`src/rtl/sed_pkg.sv`:
```
// ----------------------------------------------------------------------------
// sed_pkg: shared types and constants of the state envelope deframer
// Holds the parse phase encoding, register indexes, reset values and the
// beat structs that pass between the parser and the top level.
// ----------------------------------------------------------------------------
`default_nettype none

package sed_pkg;

  // Reset values of the configuration registers.
  localparam logic [31:0] MagicReset   = 32'h3354_534E;
  localparam logic [7:0]  VersionReset = 8'h01;

  // Width of the register index on the configuration channel.
  localparam int unsigned CfgIdxW = 8;

  // Configuration register indexes.
  typedef enum logic [CfgIdxW-1:0] {
    REG_MAGIC   = 8'd0,
    REG_VERSION = 8'd1
  } cfg_reg_e;

  // Parse phases of one envelope.
  typedef enum logic [2:0] {
    PH_MAGIC   = 3'd0,
    PH_VERSION = 3'd1,
    PH_COMPLEN = 3'd2,
    PH_COMP    = 3'd3,
    PH_CTRLLEN = 3'd4,
    PH_CTRL    = 3'd5,
    PH_END     = 3'd6
  } phase_e;

  // Section tags on payload bytes.
  localparam logic SecComponent  = 1'b0;
  localparam logic SecController = 1'b1;

  // One input beat.
  typedef struct packed {
    logic [7:0] in_byte;
    logic       final_byte;
  } sed_item_t;

  // One result beat.
  typedef struct packed {
    logic [7:0] out_byte;
    logic       payload_valid;
    logic       section;
    logic       frame_done;
    logic       frame_ok;
  } sed_result_t;

endpackage : sed_pkg

`default_nettype wire

```
`src/rtl/sed_parser.sv`:
```
// ----------------------------------------------------------------------------
// sed_parser: envelope parse state and per-byte decode
// Keeps the frame state and, for the beat in the input register, works out
// the result and the next state in one pass of short logic.
// ----------------------------------------------------------------------------
`default_nettype none

module sed_parser (
  input  wire                   clk_i,
  input  wire                   rst_ni,
  input  wire                   step_i,
  input  sed_pkg::sed_item_t    item_i,
  input  wire [31:0]            magic_word_i,
  input  wire [7:0]             format_version_i,
  output sed_pkg::sed_result_t  result_o
);
  import sed_pkg::*;

  phase_e      phase_q, phase_d;
  logic [1:0]  idx_q, idx_d;
  logic [23:0] acc_q, acc_d;
  logic [31:0] remain_q, remain_d;
  logic        rejected_q, rejected_d;

  logic [7:0]  b;
  logic [7:0]  magic_byte;
  logic [31:0] length;
  logic [23:0] acc_merged;
  logic        pv;
  logic        sec;

  assign b = item_i.in_byte;

  // Expected magic byte for the current position.
  always_comb begin
    case (idx_q)
      2'd0:    magic_byte = magic_word_i[7:0];
      2'd1:    magic_byte = magic_word_i[15:8];
      2'd2:    magic_byte = magic_word_i[23:16];
      default: magic_byte = magic_word_i[31:24];
    endcase
  end

  // Length field assembly: the top byte completes the word.
  always_comb begin
    acc_merged = acc_q;
    case (idx_q)
      2'd0:    acc_merged[7:0]   = b;
      2'd1:    acc_merged[15:8]  = b;
      2'd2:    acc_merged[23:16] = b;
      default: acc_merged        = acc_q;
    endcase
  end
  assign length = {b, acc_q};

  // Next state and payload tagging for one byte.
  always_comb begin
    phase_d    = phase_q;
    idx_d      = idx_q;
    acc_d      = acc_q;
    remain_d   = remain_q;
    rejected_d = rejected_q;
    pv         = 1'b0;
    sec        = SecComponent;
    if (!rejected_q) begin
      case (phase_q)
        PH_MAGIC: begin
          if (b != magic_byte) begin
            rejected_d = 1'b1;
          end else if (idx_q == 2'd3) begin
            idx_d   = 2'd0;
            phase_d = PH_VERSION;
          end else begin
            idx_d = idx_q + 2'd1;
          end
        end
        PH_VERSION: begin
          if (b != format_version_i) begin
            rejected_d = 1'b1;
          end else begin
            phase_d = PH_COMPLEN;
          end
        end
        PH_COMPLEN, PH_CTRLLEN: begin
          if (idx_q == 2'd3) begin
            remain_d = length;
            acc_d    = '0;
            idx_d    = 2'd0;
            if (phase_q == PH_COMPLEN) begin
              phase_d = (length == '0) ? PH_CTRLLEN : PH_COMP;
            end else begin
              phase_d = (length == '0) ? PH_END : PH_CTRL;
            end
          end else begin
            acc_d = acc_merged;
            idx_d = idx_q + 2'd1;
          end
        end
        PH_COMP, PH_CTRL: begin
          pv       = 1'b1;
          sec      = (phase_q == PH_CTRL) ? SecController : SecComponent;
          remain_d = remain_q - 32'd1;
          if (remain_q == 32'd1) begin
            phase_d = (phase_q == PH_CTRL) ? PH_END : PH_CTRLLEN;
          end
        end
        PH_END: begin
          // Bytes past the controller payload reject the frame.
          rejected_d = 1'b1;
        end
        default: begin
          rejected_d = 1'b1;
        end
      endcase
    end

    // Result for this byte.
    result_o.out_byte      = pv ? b : 8'd0;
    result_o.payload_valid = pv;
    result_o.section       = pv ? sec : SecComponent;
    result_o.frame_done    = item_i.final_byte;
    result_o.frame_ok      = item_i.final_byte && !rejected_d && (phase_d == PH_END);

    // The final byte closes the frame and rearms the parser.
    if (item_i.final_byte) begin
      phase_d    = PH_MAGIC;
      idx_d      = 2'd0;
      acc_d      = '0;
      remain_d   = '0;
      rejected_d = 1'b0;
    end
  end

  // Frame state registers, advanced once per processed beat.
  always_ff @(posedge clk_i or negedge rst_ni) begin
    if (!rst_ni) begin
      phase_q    <= PH_MAGIC;
      idx_q      <= 2'd0;
      acc_q      <= '0;
      remain_q   <= '0;
      rejected_q <= 1'b0;
    end else if (step_i) begin
      phase_q    <= phase_d;
      idx_q      <= idx_d;
      acc_q      <= acc_d;
      remain_q   <= remain_d;
      rejected_q <= rejected_d;
    end
  end

  // A final byte always rearms the parser for the next frame.
  assert property (@(posedge clk_i) disable iff (!rst_ni)
    step_i && item_i.final_byte |=> phase_q == PH_MAGIC && !rejected_q && idx_q == 2'd0)
    else $error("parser not rearmed after final byte");

  // A payload phase never sits with nothing left to count.
  assert property (@(posedge clk_i) disable iff (!rst_ni)
    !rejected_q && (phase_q == PH_COMP || phase_q == PH_CTRL) |-> remain_q != '0)
    else $error("payload phase with zero bytes remaining");

  // A frame is accepted only on its final byte and only if it was never rejected.
  assert property (@(posedge clk_i) disable iff (!rst_ni)
    step_i && result_o.frame_ok |-> result_o.frame_done && !rejected_q)
    else $error("frame accepted without final byte or after rejection");

endmodule : sed_parser

`default_nettype wire

```
`src/rtl/state_envelope_deframer.sv`:
```
// ----------------------------------------------------------------------------
// state_envelope_deframer: byte-stream envelope parser
// Checks magic and version, collects the two section lengths and tags the
// payload bytes of each envelope with their section.
// ----------------------------------------------------------------------------
// Usage:
//   The slave stream takes one envelope byte per beat, with tlast on the
//   final byte of the buffer. The master stream returns exactly one result
//   beat per input beat: the payload byte with tuser flags, and on the final
//   byte tlast plus the accept bit in tdata[8].
//   A beat passes an input register, then the parse logic, then a result
//   register: the result beat shows on the master side once the result
//   register has captured it, and one beat is taken every cycle while the
//   master side drains. The parse state is a single pass per byte, so
//   throughput is one byte per clock while the receiver keeps up.
//   When the receiver stalls, the result register holds and the input
//   register holds one more beat; after that s_axis_tready drops.
//   Configuration writes (magic word, version byte) are always ready and are
//   meant for idle periods between frames.
//   Reset returns the parser to the magic phase, empties both registers and
//   loads the default magic and version.
// ----------------------------------------------------------------------------
`default_nettype none

module state_envelope_deframer (
  input  wire                          clk_i,
  input  wire                          rst_ni,
  // Input stream
  input  wire                          s_axis_tvalid,
  output logic                         s_axis_tready,
  input  wire  [7:0]                   s_axis_tdata,   // [7:0] in_byte
  input  wire                          s_axis_tlast,   // final_byte
  // Result stream
  output logic                         m_axis_tvalid,
  input  wire                          m_axis_tready,
  output logic [15:0]                  m_axis_tdata,   // [7:0] out_byte, [8] frame_ok
  output logic [1:0]                   m_axis_tuser,   // [0] payload_valid, [1] section
  output logic                         m_axis_tlast,   // frame_done
  // Configuration writes
  input  wire                          cfg_valid_i,
  output logic                         cfg_ready_o,
  input  wire  [sed_pkg::CfgIdxW-1:0]  cfg_index_i,
  input  wire  [31:0]                  cfg_data_i
);
  import sed_pkg::*;

  logic        in_vld_q;
  sed_item_t   in_item_q;
  logic        out_vld_q;
  sed_result_t out_res_q;
  sed_result_t res;
  logic        out_free;
  logic        step;
  logic        s_accept;
  logic [31:0] magic_q;
  logic [7:0]  version_q;

  // Pipeline flow control.
  assign out_free      = !out_vld_q || m_axis_tready;
  assign step          = in_vld_q && out_free;
  assign s_axis_tready = !in_vld_q || out_free;
  assign s_accept      = s_axis_tvalid && s_axis_tready;
  assign cfg_ready_o   = 1'b1;

  // Configuration registers.
  always_ff @(posedge clk_i or negedge rst_ni) begin
    if (!rst_ni) begin
      magic_q   <= MagicReset;
      version_q <= VersionReset;
    end else if (cfg_valid_i) begin
      case (cfg_index_i)
        REG_MAGIC:   magic_q   <= cfg_data_i;
        REG_VERSION: version_q <= cfg_data_i[7:0];
        default: begin
        end
      endcase
    end
  end

  // Input register.
  always_ff @(posedge clk_i or negedge rst_ni) begin
    if (!rst_ni) begin
      in_vld_q <= 1'b0;
    end else if (s_accept) begin
      in_vld_q <= 1'b1;
    end else if (step) begin
      in_vld_q <= 1'b0;
    end
  end

  always_ff @(posedge clk_i) begin
    if (s_accept) begin
      in_item_q.in_byte    <= s_axis_tdata;
      in_item_q.final_byte <= s_axis_tlast;
    end
  end

  sed_parser u_parser (
    .clk_i            (clk_i),
    .rst_ni           (rst_ni),
    .step_i           (step),
    .item_i           (in_item_q),
    .magic_word_i     (magic_q),
    .format_version_i (version_q),
    .result_o         (res)
  );

  // Result register.
  always_ff @(posedge clk_i or negedge rst_ni) begin
    if (!rst_ni) begin
      out_vld_q <= 1'b0;
    end else if (step) begin
      out_vld_q <= 1'b1;
    end else if (m_axis_tready) begin
      out_vld_q <= 1'b0;
    end
  end

  always_ff @(posedge clk_i) begin
    if (step) begin
      out_res_q <= res;
    end
  end

  // Result beat packing.
  assign m_axis_tvalid = out_vld_q;
  assign m_axis_tdata  = {7'd0, out_res_q.frame_ok, out_res_q.out_byte};
  assign m_axis_tuser  = {out_res_q.section, out_res_q.payload_valid};
  assign m_axis_tlast  = out_res_q.frame_done;

endmodule : state_envelope_deframer

`default_nettype wire

```
`config.mk`:
```
export PLATFORM = sky130hd
export DESIGN_NAME = state_envelope_deframer
export DESIGN_NICKNAME = d
export VERILOG_FILES = /design/src/rtl/sed_pkg.sv /design/src/rtl/sed_parser.sv /design/src/rtl/state_envelope_deframer.sv
export SDC_FILE = /design/constraint.sdc
export NUM_CORES = 1
export LEC_CHECK = 0
export BUFFER_PORTS_ARGS = -buffer_cell sky130_fd_sc_hd__buf_2
export CORE_MARGIN = 3
export CORE_UTILIZATION = 59
export DETAILED_ROUTE_END_ITERATION = 10
export MAX_ROUTING_LAYER = met4
export PLACE_DENSITY_LB_ADDON = 0.12
export SYNTH_ARGS = -nofsm -noshare
export SYNTH_HDL_FRONTEND = slang
export SYNTH_HIERARCHICAL = 1
export SYNTH_SLANG_ARGS = --single-unit
```
`constraint.sdc`:
```
create_clock -name clk_i -period 3.52 [get_ports clk_i]
set_input_delay 1.056 -clock clk_i [delete_from_list [all_inputs] [get_ports clk_i]]
set_output_delay 1.056 -clock clk_i [all_outputs]
set_load 0.01 [all_outputs]
```
## Word-level counts from Yosys, hierarchy flattened

Cells that the tools add are included.
W data, S select, Z words.

| storage, ports and cells | value |
|---|---|
| input bits | 54 |
| word-level logic and storage cells | 111 |
| flip-flop bits (word level) | 125 |

| operators by class | value |
|---|---|
| equality and inequality tests | 16 |
| bitwise gates (word level) | 2 |
| reductions and logical operators | 32 |
| multiplexer cells | 41 |
| add/subtract/negate cells | 2 |

Operators with widths:

| cell | number |
|---|---|
| $mux W24 | 4 |
| $mux W32 | 3 |
| $pmux W32 S2 | 1 |
| $eq A32 B1 Y1 const B | 1 |
| $logic_not A32 Y1 | 1 |
| $sub A32 B1 Y32 const B | 1 |
| $mux W3 | 9 |
| $mux W8 | 3 |
| $pmux W8 S3 | 1 |
| $reduce_and A4 Y1 | 5 |
| $ne A8 B8 Y1 | 2 |
| $reduce_bool A3 Y1 | 5 |
| $mux W2 | 6 |
| $pmux W3 S4 | 1 |
| $mux W1 | 11 |
| $eq A3 B3 Y1 const B | 3 |
| $eq A8 B1 Y1 const B | 1 |
| $logic_not A8 Y1 | 1 |
| $eq A3 B2 Y1 const B | 2 |
| $reduce_bool A2 Y1 | 3 |
| $eq A2 B2 Y1 const B | 2 |
| $logic_and A1 B1 Y1 | 4 |
| $pmux W2 S2 | 1 |
| $reduce_and A2 Y1 | 2 |
| other kinds (15) | 20 |

## Logic depth before layout (Yosys ltp)

Gate-level depths: netlist of the first run.

| depth | value |
|---|---|
| depth in word-level cells | 9 |
| depth in mapped cells | 10 |
| gate-level depth less buffers | 9 |

## By module

Netlist of the first run, hierarchy kept.

Modules (own cells, without submodules):

| module | seq. area each (µm²) | times used | cells each | area an instance (µm²) |
|---|---|---|---|---|
| sed_parser | 1551.5 | 1 | 517 | 4067.7 |
| state_envelope_deframer | 1701.6 | 1 | 128 | 2363.5 |

## Least setup slack after synthesis of the first run

Ideal clock, no wire load.

| timing path | value |
|---|---|
| path type | input port to flip-flop |
| from | in cfg_index_i[4] in the netlist's numbering |
| to | reg magic_q[21] |
| buffers on the path | 1 |
| arrival | 2.416 ns |
| cell stages on the path | 4 |
| library setup time | 0.125 ns |
| slack | 0.979 ns |
| cell sequence | or4b_4 nor3_2 buf_4 mux2_2 |

| on the way | value |
|---|---|
| word-level cells in the longest chain between the ends | 2 |

Ends and longest elaborated chain:

| element | RTL line | RTL |
|---|---|---|
| start: declaration | state_envelope_deframer.sv:42 | `input wire [sed_pkg::CfgIdxW-1:0] cfg_index_i,` |
| $logic_not A8 Y1 | state_envelope_deframer.sv:71 | `case (cfg_index_i)` |
| $reduce_and A2 Y1 (no source line) | n/a |  |
| end signal: assignment | state_envelope_deframer.sv:68 | `magic_q <= MagicReset;` |
| end signal: assignment | state_envelope_deframer.sv:72 | `REG_MAGIC: magic_q <= cfg_data_i;` |
| end: declaration | state_envelope_deframer.sv:55 | `logic [31:0] magic_q;` |

Every way passes these cells.
A chain may end at the register's enable or synchronous reset.

## Worst setup path after layout of the first run

| timing path | value |
|---|---|
| from | reg u_parser.idx_q[1] |
| to | reg u_parser.idx_q[1] |

| on the way | value |
|---|---|
| word-level cells in the longest chain between the ends | 6 |
| elaborated cells between the ends (all ways) | 14 |
| classes of those cells | 1 x add/sub; 5 x eq/ne; 6 x mux; 2 x reduce/logical |

Ends and longest elaborated chain:

| element | RTL line | RTL |
|---|---|---|
| start: declaration | sed_parser.sv:20 | `logic [1:0] idx_q, idx_d;` |
| start signal: assignment | sed_parser.sv:144 | `idx_q <= idx_d;` |
| $add A2 B1 Y2 / $eq A2 B2 Y1 (equally long branches) | n/a |  |
| $mux W2 | sed_parser.sv:70, sed_parser.sv:85 |  |
| $mux W2 | sed_parser.sv:68 | `if (b != magic_byte) begin` |
| $pmux W2 S2 | sed_parser.sv:66 | `case (phase_q)` |
| $mux W2 | sed_parser.sv:65 | `if (!rejected_q) begin` |
| $mux W2 | sed_parser.sv:125 | `if (item_i.final_byte) begin` |

Several ways; a longest one is shown, not always the timed one. The select of a mux whose other input is x is not followed.

==> results of run 1 <==
==> area by class of cell <==
cell class	instances	area, um2	area share, %
flip-flops and latches	125	3250	43.6
multi-input cells	461	2910	38.9
clock buffers	26	552	7.39
repair buffers	84	478	6.40
well taps	136	170	2.28
inverters	18	67.6	0.905
clock inverters	6	43.8	0.586
==> critical path, stage by stage, from the launching register on <==
cell      delay [ns]
dfrtp_1         0.40
inv_1           0.10
ha_1            0.35
a222oi_1        0.39
mux2i_1         0.18
or3_1           0.36
a211o_1         0.27
o31ai_1         0.49
nand4_1         0.16
o311ai_0        0.11
==> kinds of logic after synthesis <==
group	after synthesis	share of synthesized area (%)
AOI/OAI and AO/OA	173	15.7
xor gates and xnor gates	17	2.32
adders and majority gates	7	1.36
buffers and inverters	65	4.73
DFF	125	50.6
muxes	50	9.05
other	2	0.117
and+or+nand+nor	206	16.2
==> metal layers <==
layer	part of all wire [%]	up-vias	routed length [um]
met5	0	-	0
met4	2.8	0	471
met3	9.3	51	1550
met2	47	312	7870
met1	40	2588	6700
li1	-	2459	-
==> sequential cells by signal (all words and copies together) (netlist names), 2 cells and up <==
name               flops
u_parser/acc_q        24
magic_q               32
in_item_q              9
u_parser/remain_q     32
version_q              8
u_parser/phase_q       3
m_axis_tuser           2
u_parser/idx_q         2
m_axis_tdata           9
==> layout by cell type, fill, tap and decap left out, drive strengths merged, types with 6 or more instances in the layout <==
master  count
nor2       55
nand3      10
inv        17
a22oi       6
mux2i       9
a21oi      35
nand2      48
mux2       41
clkbuf     26
ha          7
and3       17
nand2b      6
dfstp      16
o21ai      97
buf        84
dfrtp      88
a222oi      8
xor2        8
nand4       7
conb        8
edfxtp     21
xnor2       9
nor3       23
nor4       19
==> power groups by stage <==
stage	combinational, uW	sequential [uW]	clock, uW
after detailed placement	613	1740	0
after floorplan	411	1700	0
final	633	1720	1690
after CTS	622	1720	1710
after global routing	698	1730	1790
after global placement	591	1730	0
==> stage by stage <==
| stage | util [%] | instances | power (uW) |
|---|---|---|---|
| finish | 71.4 | 856 | 4040 |
| global route | 71.4 | 856 | 4220 |
| CTS | 71.4 | 856 | 4050 |
| detailed placement | 65.7 | 824 | 2350 |
| global placement | 65.7 | 824 | 2320 |
| floorplan | - | 651 | 2110 |
==> worst paths after layout <==
| path | end | slack (ns) | cells after the start |
|---|---|---|---|
| worst min register to register | m_axis_tvalid$_DFFE_PN0P_ | 0.48 | 1 |
| worst max register to register | u_parser/idx_q[1]$_DFFE_PN0P_ | 0.60 | 9 |
| min in group asynchronous | u_parser/remain_q[9]$_DFFE_PN0P_ | 0.58 | 1 |
| max in group asynchronous | magic_q[2]$_DFFE_PN1P_ | 2.20 | 2 |
| worst min-delay path | m_axis_tvalid$_DFFE_PN0P_ | 0.48 | 1 |
| worst max-delay path | u_parser/idx_q[1]$_DFFE_PN0P_ | 0.60 | 9 |
==> results.yml, run 1 <==
run_status:
  status: "finished clean"
drt:
  wl_um: 16600
  via_count: 5410
  post_drt_via_cell_ratio: 6.32
  drtAntennaViolNets: 0
  routedWlPerCell_um: 19.4
  drtIter0Drc: 654
  first_pass_iters: 6
  drc: 0
floorplan:
  row_count: 37
  pin_count: 76
  dieArea_um2: 12200
  die_h_um: 110
  start_util_pct: 61.5
  coreArea_um2: 10500
  die_x_um: 110
sta:
  min_period_ns: 2.92
  layout_worst_path_cycle_share_pct: 83.0
  max_freq_mhz: 342
  fin_skew_ns: 0.0106
  slew_viol_final: 0
  setup_viol: 0
  hold_viol_final: 0
  setup_ws_ns: 0.597
  finalSetupTns_ns: 0
  relSlewSlack_pct: 30.4
  max_slew.worst_pin.slew_ns: 1.04
  timing.hold.ws_ns: 0.480
  rsz0062_at_grt: "false"
final_layout:
  fin_area_um2: 7470
  fillCellCount: 795
  area_delta_synth_final_pct: 16.1
  fin_nets: 768
  drive_gt1_share_pct: 25.3
  diodes: 0
synth:
  ys_ff_latch: 125
  synth-edff-count: 21
  synthArstFlopShare_pct: 83.2
  ys_top_cells_by_count: "o21ai_0, dfrtp_1, nor2_1, nand2_1, a21oi_1"
  ys.flop_type: "dfrtp_1"
  synthesis.area_um2: 6430
  yosysSeqAreaShare_pct: 50.6
  synthesis.instances: 645
  yosysMostFrequentCell: "o21ai_0"
  yosys-top-cells-area: "dfrtp_1, edfxtp_1, o21ai_0"
  synth.largest_area_cell: "dfrtp_1"
  yosysWarnings: 6
  netlist.area_leader.share_pct: 34.2
  synth.avg_cell_area_um2: 9.97
  synth.distinct_cells: 64
power_and_ir_drop:
  pwr-share-comb_pct: 15.6
  p_sw_uw: 1140
  p_int_uw: 2900
  seqPwrFrac_pct: 42.6
  power_leakage_uw: 0.00331
  pwr-share-clk_pct: 41.8
  switching_share_pct: 28.3
  irDropWorstVdd_uv: 431
  power_density_nw_per_um2: 541
critical_path:
  critPathCaptureType: "register"
  rr_startpoint: "u_parser/idx_q[1]$_DFFE_PN0P_"
  start_kind: "register"
  crit_start: "u_parser/idx_q[1]$_DFFE_PN0P_"
  crit_fanout: 9
  arrival_ns: 3.33
  critPathKind: "reg2reg"
  worst-endpoint-required_ns: 3.93
clocking:
  post-cts-setup-buffer-count: 0
  clock_path_buffers: 2
  h-tree-depth: 4
  tritoncts: "yes"
  clock_sinks: 125
  clk_pin_slew_worst_paths_ns: 0.06
  post_cts_resized: 0
  holdBufCountCts: 0
  worstSkewPairLatency_ns: 0.52
  cts_root_buffer: "clkbuf_8"
  numCtsBuffers: 17
place:
  dp_hpwl_um: 11400
  place.gp.congestion: 0.879
  post_dp_cell_area_um2: 6870
  port_buffers: 67
  dpl_worst_slack_ns: 0.726
grt:
  busiest_layer: "met2"
  grt_usage_pct: 28.8
  met3_usage_pct: 8.05
  grt_overflow: 0
  grt_pass1_vias: 5353
  antenna_found_initial: 0
  grt_max_degree: 57
  grt_pass1_wl_um: 27300
  grt_util_met2_pct: 44.8
  use_met1_pct: 35.6
worst_hold_path:
  min_from: "in_vld_q$_DFFE_PN0P_"
  min-delay-path-class: "reg2reg"
job:
  maxCapViolations: 0
(Power assumes the default switching activity.)
==> run 2: changes to the inputs <==
Settings changed: ABC_AREA set to 1.
Clock period 3.52 ns to 2.7 ns, I/O delays scaled along.
==> run 2 against run 1 <==
Against the previous run: utilization shrank 0.12 points; wire length grew 0.71%; sequential share of layout area shrank 2.7 points; register-to-register slack lost 0.27 ns; worst hold slack lost 0.068 ns; fmax grew 23%; clock power grew 31%; total power grew 100%; largest cell class unchanged.
==> results.yml, run 2 <==
sta:
  min_period_ns: 2.38
  rsz0062_at_grt: "false"
  layout_worst_path_cycle_share_pct: 88.0
  relSlewSlack_pct: 59.6
  slew_viol_final: 0
  max_slew.worst_pin.slew_ns: 0.606
  finalSetupTns_ns: 0
  hold_viol_final: 0
  max_freq_mhz: 421
  fin_skew_ns: 0.00665
  setup_viol: 0
grt:
  grt_pass1_wl_um: 27600
  grt_overflow: 0
  grt_usage_pct: 27.8
  grt_max_degree: 46
  grt_pass1_vias: 5873
  antenna_found_initial: 0
synth:
  synth.largest_area_cell: "dfrtp_1"
  ys_ff_latch: 125
  yosysSeqAreaShare_pct: 46.9
  synth-edff-count: 21
  synthesis.area_um2: 6930
  synth.avg_cell_area_um2: 7.55
  synth.distinct_cells: 38
  synthArstFlopShare_pct: 83.2
  ys_top_cells_by_count: "nand2_1, inv_1, nor2_1, dfrtp_1, o21ai_0"
  synthesis.instances: 918
  yosysWarnings: 6
  yosys-top-cells-area: "dfrtp_1, nand2_1, edfxtp_1"
  ys.flop_type: "dfrtp_1"
  netlist.area_leader.share_pct: 31.8
  yosysMostFrequentCell: "nand2_1"
critical_path:
  start_kind: "register"
  arrival_ns: 2.71
  crit_fanout: 35
  critPathCaptureType: "register"
  worst-endpoint-required_ns: 3.04
  critPathKind: "reg2reg"
drt:
  drtAntennaViolNets: 0
  drc: 0
  first_pass_iters: 8
  post_drt_via_cell_ratio: 5.42
  routedWlPerCell_um: 14.6
  via_count: 6180
  wl_um: 16700
  drtIter0Drc: 651
run_status:
  status: "finished clean"
floorplan:
  start_util_pct: 62.0
  coreArea_um2: 11200
  die_x_um: 114
  die_h_um: 114
  row_count: 38
  pin_count: 76
  dieArea_um2: 13100
power_and_ir_drop:
  power_density_nw_per_um2: 1030
  power_leakage_uw: 0.00398
  total_power_uw: 8230
  irDropWorstVdd_uv: 993
clocking:
  post-cts-setup-buffer-count: 0
  h-tree-depth: 4
  clock_sinks: 125
  numCtsBuffers: 17
  clk_pin_slew_worst_paths_ns: 0.05
  tritoncts: "yes"
  holdBufCountCts: 0
  cts_root_buffer: "clkbuf_16"
  post_cts_resized: 0
  clock_path_buffers: 2
  worstSkewPairLatency_ns: 0.42
final_layout:
  multi_input_area_um2: 3090
  area_delta_synth_final_pct: 14.9
  drive_gt1_share_pct: 16.4
  seq_area_um2: 3250
  fin_nets: 1049
  final_cell_mix: "nand2_1, inv_1, nor2_1"
  layout.cells.non_filler: 1141
  final_core_util_pct: 71.3
  largestRegisters: "magic_q: 32 flops, u_parser/remain_q: 32 flops, u_parser/acc_q: 24 flops"
  fillCellCount: 935
  diodes: 0
  final_common_cell: "nand2_1"
place:
  place.gp.congestion: 0.950
  port_buffers: 67
  dp_cells: 1109
  dp_hpwl_um: 12100
worst_hold_path:
  min-delay-path-class: "in2async"
job:
  maxCapViolations: 0
==> run 2: cell count changes in the layout (fill, tap and decap cells not counted), sizes merged, moves of 9 or more <==
cell   change
inv       +84
nor2      +48
o21ai     -15
mux2i      -9
nor3      -14
nor4      -19
mux2      -41
and3      -17
nand3     +31
nand2    +269
==> run 2: final timing paths <==
kind | start | endpoint | slack [ns] | cells past startpoint
worst min register to register | magic_q[6]$_DFFE_PN1P_ | magic_q[6]$_DFFE_PN1P_ | 0.46 | 2
worst min-delay path | rst_ni | u_parser/remain_q[7]$_DFFE_PN0P_ | 0.41 | 1
worst max-delay path | u_parser/phase_q[1]$_DFFE_PN0P_ | u_parser/remain_q[11]$_DFFE_PN0P_ | 0.32 | 11
max in group asynchronous | rst_ni | version_q[0]$_DFFE_PN1P_ | 1.66 | 2
min in group clk_i | magic_q[6]$_DFFE_PN1P_ | magic_q[6]$_DFFE_PN1P_ | 0.46 | 2
worst max register to register | u_parser/phase_q[1]$_DFFE_PN0P_ | u_parser/remain_q[11]$_DFFE_PN0P_ | 0.32 | 11
==> run 2: worst max-delay path, stage by stage, from the launching register on <==
cell and delay (ns):
dfrtp_1 0.48, inv_2 0.13, nand3_2 0.12, nand2_4 0.34, inv_4 0.05, nand2_1 0.07
nand2_1 0.08, nor2_4 0.11, nand2_2 0.34, inv_2 0.31, o21ai_0 0.12, o21ai_1 0.14
==> run 2: cell families after synthesis <==
kind of cell / synth area share [%]
AOI/OAI and AO/OA: 10.3
xor gates and xnor gates: 2.91
adders and majority gates: 1.26
buffers and inverters: 8.88
DFF: 46.9
other: 0.108
and+or+nand+nor: 29.6
==> run 2: layout make-up <==
type                    count  area share (%)
clock buffers              26            6.16
clock inverters             6            1.07
inverters                 101            4.79
multi-input cells         661            38.8
flip-flops and latches    125            40.8
well taps                 140            2.20
repair buffers             82            6.13
==> run 2: power by group <==
part / internal [uW] / total [uW] / switching (uW)
Clock: 1430 / 2220 / 786
Sequential: 2380 / 2750 / 373
Combinational: 1070 / 3250 / 2180
==> run 2: through the flow <==
stage | cell area [um2] | hold WS [ns] | setup slack, ns
global route | 7960 | 0.446 | 0.0764
global placement | 7390 | 0.451 | 0.273
floorplan | 6960 | 0.439 | 0.244
CTS | 7960 | 0.419 | 0.371
detailed placement | 7390 | 0.455 | 0.213
finish | 7960 | 0.412 | 0.324
==> run 2: metal layers <==
metal	track usage, %	routed length [um]
met3	6.29	1080
met5	-	0
met4	9.82	405
met2	44.6	8180
met1	34.8	7030
